--- config.mk ---
export PLATFORM = sky130hd
export DESIGN_NAME = insertion_sorter
export DESIGN_NICKNAME = d
export VERILOG_FILES = /design/src/isort_pkg.sv /design/src/isort_cell.sv /design/src/insertion_sorter.sv
export SDC_FILE = /design/constraint.sdc
export NUM_CORES = 2
export LEC_CHECK = 0
export ABC_AREA = 0
export BUFFER_PORTS_ARGS = -buffer_cell sky130_fd_sc_hd__buf_2
export CORE_MARGIN = 10
export CORE_UTILIZATION = 50
export DETAILED_ROUTE_END_ITERATION = 8
export PLACE_DENSITY = 0.68
export SLEW_MARGIN = 20
export SYNTH_ARGS = -nofsm -noshare
export SYNTH_HDL_FRONTEND = slang
export SYNTH_HIERARCHICAL = 1
export SYNTH_SLANG_ARGS = --single-unit
--- constraint.sdc ---
create_clock -name clk -period 5.4 [get_ports clk]
set_input_delay 0.54 -clock clk [delete_from_list [all_inputs] [get_ports clk]]
set_output_delay 0.54 -clock clk [all_outputs]
set_load 0.02 [all_outputs]
--- src/isort_pkg.sv ---
// ----------------------------------------------------------------------------
// isort_pkg: shared types for the insertion sorter
// Holds the transfer payload structs, the cell control struct and the
// controller state type.
// ----------------------------------------------------------------------------
package isort_pkg;

    localparam int unsigned DataW = 32;

    typedef struct packed {
        logic signed [DataW-1:0] value;
        logic                    last;
    } in_item_t;

    typedef struct packed {
        logic signed [DataW-1:0] sorted_value;
        logic                    end_of_run;
        logic                    overflow;
    } out_item_t;

    // Broadcast to every cell of the chain in each cycle.
    typedef struct packed {
        logic                    load;
        logic                    shift;
        logic signed [DataW-1:0] value;
    } cell_ctl_t;

    typedef enum logic {
        ST_LOAD,
        ST_EMIT
    } state_t;

endpackage

--- src/isort_cell.sv ---
// ----------------------------------------------------------------------------
// isort_cell: one place of the sorted chain
// Holds one entry. On a load it keeps its entry, takes the new value or
// takes its left neighbor's entry; on a shift it takes its right neighbor's.
// ----------------------------------------------------------------------------
module isort_cell
    import isort_pkg::*;
(
    input  logic                    clk,
    input  cell_ctl_t               ctl,
    input  logic                    occ,
    input  logic                    left_occ,
    input  logic                    left_gt,
    input  logic signed [DataW-1:0] left_val,
    input  logic signed [DataW-1:0] right_val,
    output logic signed [DataW-1:0] val,
    output logic                    gt
);

    logic signed [DataW-1:0] val_reg;
    logic signed [DataW-1:0] val_next;

    // This entry is held and is strictly larger than the incoming value.
    assign gt  = occ && (val_reg > ctl.value);
    assign val = val_reg;

    always_comb
    begin
        val_next = val_reg;
        if (ctl.shift)
        begin
            val_next = right_val;
        end
        else if (ctl.load && (gt || !occ))
        begin
            if (left_gt)
            begin
                val_next = left_val;
            end
            else if (left_occ)
            begin
                val_next = ctl.value;
            end
        end
    end

    always_ff @(posedge clk)
    begin
        val_reg <= val_next;
    end

endmodule

--- src/insertion_sorter.sv ---
// ----------------------------------------------------------------------------
// insertion_sorter: streaming insertion sorter for signed 32-bit values
// A chain of cells keeps the received values in ascending order and emits
// the whole set after the item flagged last.
// ----------------------------------------------------------------------------
// Usage:
// An input transfer happens at a rising edge with start high and busy low.
// While loading, busy stays low, so one value can be taken every cycle: the
// new value is broadcast to all cells and each cell decides in one step
// whether to keep its entry, take the value or take its left neighbor's
// entry. Equal values keep their arrival order.
// After the item flagged last has been inserted, busy rises and the chain
// shifts toward cell 0 once per cycle. One result per held entry appears on
// result for exactly one cycle, marked by strobe; end_of_run marks the
// largest entry. The first result appears in the cycle after the last item's
// transfer. The receiver cannot stall, so results are presented back to back.
// Values arriving when DEPTH entries are already held are dropped, and every
// result of that run then carries overflow. After emission the count and
// the overflow flag clear and busy falls. Reset clears the count, the flag
// and the controller; cell contents are never read before being written.
// ----------------------------------------------------------------------------
module insertion_sorter
    import isort_pkg::*;
#(
    parameter int unsigned DEPTH = 32
)
(
    input  logic      clk,
    input  logic      rst_n,
    input  logic      start,
    output logic      busy,
    input  in_item_t  item,
    output logic      strobe,
    output out_item_t result
);

    localparam int unsigned CntW = $clog2(DEPTH + 1);

    state_t          state_reg;
    state_t          state_next;
    logic [CntW-1:0] count_reg;
    logic [CntW-1:0] count_next;
    logic            dropped_reg;
    logic            dropped_next;

    logic            accept;
    logic            full;
    cell_ctl_t       ctl;

    logic signed [DataW-1:0] val_w [DEPTH];
    logic                    gt_w  [DEPTH];
    logic                    occ_w [DEPTH];

    assign accept = start && !busy;
    assign full   = (count_reg == CntW'(DEPTH));
    assign busy   = (state_reg == ST_EMIT);

    // The new value enters the chain only when there is room for it.
    assign ctl.load  = accept && !full;
    assign ctl.shift = (state_reg == ST_EMIT);
    assign ctl.value = item.value;

    // The chain is built from identical cells; cell 0 sees a held,
    // never-larger left neighbor so that it can take the smallest value.
    genvar gi;
    generate
        for (gi = 0; gi < DEPTH; gi++)
        begin : g_cell
            localparam int unsigned Idx = gi;
            logic                    l_occ;
            logic                    l_gt;
            logic signed [DataW-1:0] l_val;
            logic signed [DataW-1:0] r_val;

            assign occ_w[gi] = (CntW'(Idx) < count_reg);

            if (gi == 0)
            begin : g_first
                assign l_occ = 1'b1;
                assign l_gt  = 1'b0;
                assign l_val = val_w[gi];
            end
            else
            begin : g_mid
                assign l_occ = occ_w[gi-1];
                assign l_gt  = gt_w[gi-1];
                assign l_val = val_w[gi-1];
            end

            if (gi == DEPTH - 1)
            begin : g_end
                assign r_val = val_w[gi];
            end
            else
            begin : g_inner
                assign r_val = val_w[gi+1];
            end

            isort_cell u_cell (
                .clk       (clk),
                .ctl       (ctl),
                .occ       (occ_w[gi]),
                .left_occ  (l_occ),
                .left_gt   (l_gt),
                .left_val  (l_val),
                .right_val (r_val),
                .val       (val_w[gi]),
                .gt        (gt_w[gi])
            );
        end
    endgenerate

    // Results always come from cell 0 while the chain drains.
    assign strobe              = busy;
    assign result.sorted_value = val_w[0];
    assign result.end_of_run   = (count_reg == CntW'(1));
    assign result.overflow     = dropped_reg;

    always_comb
    begin
        state_next   = state_reg;
        count_next   = count_reg;
        dropped_next = dropped_reg;
        unique case (state_reg)
            ST_LOAD:
            begin
                if (accept)
                begin
                    if (full)
                    begin
                        dropped_next = 1'b1;
                    end
                    else
                    begin
                        count_next = count_reg + CntW'(1);
                    end
                    if (item.last)
                    begin
                        state_next = ST_EMIT;
                    end
                end
            end
            ST_EMIT:
            begin
                // During emission the count tracks the entries still to go.
                count_next = count_reg - CntW'(1);
                if (count_reg == CntW'(1))
                begin
                    dropped_next = 1'b0;
                    state_next   = ST_LOAD;
                end
            end
            default:
            begin
                state_next = ST_LOAD;
            end
        endcase
    end

    always_ff @(posedge clk or negedge rst_n)
    begin
        if (!rst_n)
        begin
            state_reg   <= ST_LOAD;
            count_reg   <= '0;
            dropped_reg <= 1'b0;
        end
        else
        begin
            state_reg   <= state_next;
            count_reg   <= count_next;
            dropped_reg <= dropped_next;
        end
    end

`ifndef SYNTH
    // The held count never exceeds the chain length.
    a_count_bound: assert property (@(posedge clk) disable iff (!rst_n)
        count_reg <= CntW'(DEPTH))
        else $error("held count exceeds DEPTH");

    // Emission never runs dry: a strobe always has an entry to go.
    a_emit_nonempty: assert property (@(posedge clk) disable iff (!rst_n)
        strobe |-> (count_reg != '0))
        else $error("emission with no held entry");

    // Results are back to back until the marked final one.
    a_emit_contig: assert property (@(posedge clk) disable iff (!rst_n)
        (strobe && !result.end_of_run) |=> strobe)
        else $error("gap in emission before end of run");

    // After the final result the block is ready with a clean run.
    a_emit_done: assert property (@(posedge clk) disable iff (!rst_n)
        (strobe && result.end_of_run) |=> (!busy && count_reg == '0 && !dropped_reg))
        else $error("state not cleared after end of run");
`endif

endmodule
==> summary.md <==
| Metric | Value |
|---|---|
| Reg clk slew, reported paths | 0.06 ns |
| Number of global-route vias before repair | 63.4k |
| DR WL met3 | between 20,000 and 30,000 µm |
| Total I/O pin count | 72 |
| Routability Congestion | 0.928 |
| Metal-1 WL | 114,000 µm |
| Die height | 421 µm |
| Met2 WL | 104,000 µm |
| Synthesis-to-layout area growth | 10.3% |
| Syn Inst Count | around 8.6k |
| Kind of end point of the critical path | register |
| Mapped Area | ~80,000 µm² |
| Crit path max-delay family | buffers and inverters |
| Initial Utilization | approximately half |
| RR Startpoint | count_reg[1] |
| Number of max-cap violations | 0 |
| Slowest cell on the critical path | dfrtp_1 |
| Lkg Pwr | 40.8 nW |
| Initial drt markers | 8,803 |
| RSZ-0062 raised after global routing | false |
| Cts repair resizes | 0 |
| First-pass GRT wire length | 385,000 µm |
| Core area | 160,000 µm² |
| CTS tree | done |
| Mapped Avg Cell Area | ~9.3 µm² |
| Placed cell area | 84,700 µm² |
| Post-Route Utilization | 55.3% |
| Cell Pwr Density | 675 nW/µm² |
| WHS Endpoint | count_reg[3] |
| Final Cell Area | 88,600 µm² |
| Fillers | 13.9k |
| Cell breakdown of the critical path | inv_1 -> ha_1 -> nor3b_2 -> and2_1 -> nor3_2 -> buf_4 -> o21ai_0 -> a31oi_1 -> nand2_1 -> a31oi_1 -> or4_1 -> buf_4 |
| # port buffers | 71 |
| # setup viols final | 0 |
| Tot GR Track Use | a little over a quarter |
| Crit-path max FO | 32 |
| Clock Sink Count | a little over 1k |
| Rows | 147 |
| Worst path bufs/invs | 3 |
| Maximum clock rate | 215 MHz |
| Final min period | between 4 and 5 ns |
| Hold_sp | start |
| Clock Latency Late Sink | ~0.77 ns |
| R2R cell count | 12 |
| Syn_nets | 9,684 |
| Highest routed layer | met4 |
| Initial antenna violation count | 2 |
| Critical setup path kind | reg2reg |
| Area of the multi-input gates | 44,300 µm² |
| Reg-to-Reg End | g_cell[9].u_cell/val[5] |
| # H-tree levels | 3 |
| Clk root buf | clkbuf_16 |
| Hold crit path type | in2reg |
| Register-to-register setup slack | roughly 0.74 ns |
| Post-route ant nets | 0 |
| Clock buffer count from CTS | about 120 |
| # nets final | ~9.7k |
| Die Wd | 421 µm |
| Router iterations before antenna repair | 9 |
| Pin count of the biggest net entering global routing | 203 |
| Die ar. | ~180,000 µm² |
| Worst Clk Skew | 0.0401 ns |
| Slew headroom | 39.7% |
| Post-CTS Setup Bufs | 0 |
| Clock Path Buffers | 3 |
| Final Max Slew Viols | 0 |
| Vias per cell | 6.14 |
| Hold Buf Count CTS | 2 |
| CP startpoint kind | register |
| Setup TNS | 0 ns |
| Hold-critical path depth | 3 |
| Total Wirelength | 257,000 µm |
| Non-Filler Instances | around 11k |
| Max rail drop VDD | 0.498 mV |
| Sequential Area | 31,000 µm² |
| Critical Path Max Stage Delay | 0.77 ns |
| Worst Path Required | 5.79 ns |
| DRC violations left | 0 |
| Via count | approximately 67k |
| Placed insts | 10.7k |
| Hold Vio Cnt, Final | 0 |
| Layout cell share with drive strength beyond 1 | 6.59% |
| Residual overflow from global routing | 0 |
| Max reg flops | slightly above 1k |
| Worst EP arrival | 5.05 ns |
| Worst Tran Pin Value | 0.904 ns |
| Outcome | completed |
| Drt wl/cell | 23.5 µm |
| Final HPWL DP | between 150,000 and 200,000 µm |
| Final period util | a little under nine tenths |
| Synth Warn # | 6 |
[worst max-delay path by stage]
stage	start	to	slack [ns]	depth (start not counted)
2_1_floorplan	busy	g_cell[21].u_cell/val[0]	0.45	5
5_1_grt	count_reg[1]	g_cell[9].u_cell/val[12]	0.65	12
3_5_place_dp	item[10]	g_cell[7].u_cell/val[16]	0.63	16
4_1_cts	count_reg[1]	g_cell[9].u_cell/val[5]	0.87	11
3_3_place_gp	item[16]	g_cell[13].u_cell/val[21]	0.71	15
6_report	count_reg[1]	g_cell[9].u_cell/val[5]	0.74	12
[layout make-up]
cell class | count | share of cell area [%]
inverters | 1093 | 4.63
flip-flops and latches | 1032 | 34.9
repair buffers | 298 | 2.93
clock buffers | 129 | 3.43
multi-input cells | 6131 | 50.0
diodes | 2 | 0.00565
clock inverters | 88 | 1.03
well taps | 2160 | 3.05
[layout by cell type (no fill, tap or decap), drive strengths merged, types with 10 or more instances in the layout]
master / count
nand3: 67
nor2b: 67
nor4bb: 31
nand2b: 67
a21o: 33
a31oi: 124
clkinv: 61
buf: 296
a211oi: 31
nor4: 64
mux2i: 1055
nor2: 135
clkbuf: 129
a31o: 62
inv: 1097
a21oi: 361
and4: 33
o21bai: 10
edfxtp: 1024
o211a: 31
o21ai: 1251
bufinv: 17
nand2: 1359
or4: 62
ha: 1028
a221oi: 31
nand4: 193
[per-stage QoR]
stage	total power, mW	setup WS, ns	hold WS (ns)
CTS	59.1	0.867	0.137
finish	59.8	0.743	0.189
floorplan	40.1	0.450	0.244
detailed placement	50.6	0.634	0.449
global placement	49.3	0.708	0.449
global route	63.6	0.654	0.195
[metal layers]
layer / global-route usage [%] / vias to the layer above
met3: 5.14 / 541
met5: 0 / -
met1: 40.7 / 31900
li1: - / 31100
met4: 10.3 / 0
met2: 39.1 / 3620
[power by group]
| part | switching [mW] | leakage [nW] | internal, mW | total [mW] |
|---|---|---|---|---|
| Combinational | 18.1 | 28.1 | 11.8 | 29.9 |
| Clock | 3.52 | 1.93 | 4.85 | 8.37 |
| Sequential | 5.58 | 10.8 | 15.9 | 21.5 |
| Total | 27.2 | 40.8 | 32.6 | 59.8 |
[worst register-to-register path, delay by kind of cell, from the launching register on]
kind,cells,cell delay [ns]
adders and majority gates,1,0.39
AOI/OAI and AO/OA,3,0.87
buffers and inverters,3,1.28
DFF,1,0.77
and+or+nand+nor,5,0.99
Note: power is estimated with default switching activity, not from simulation.
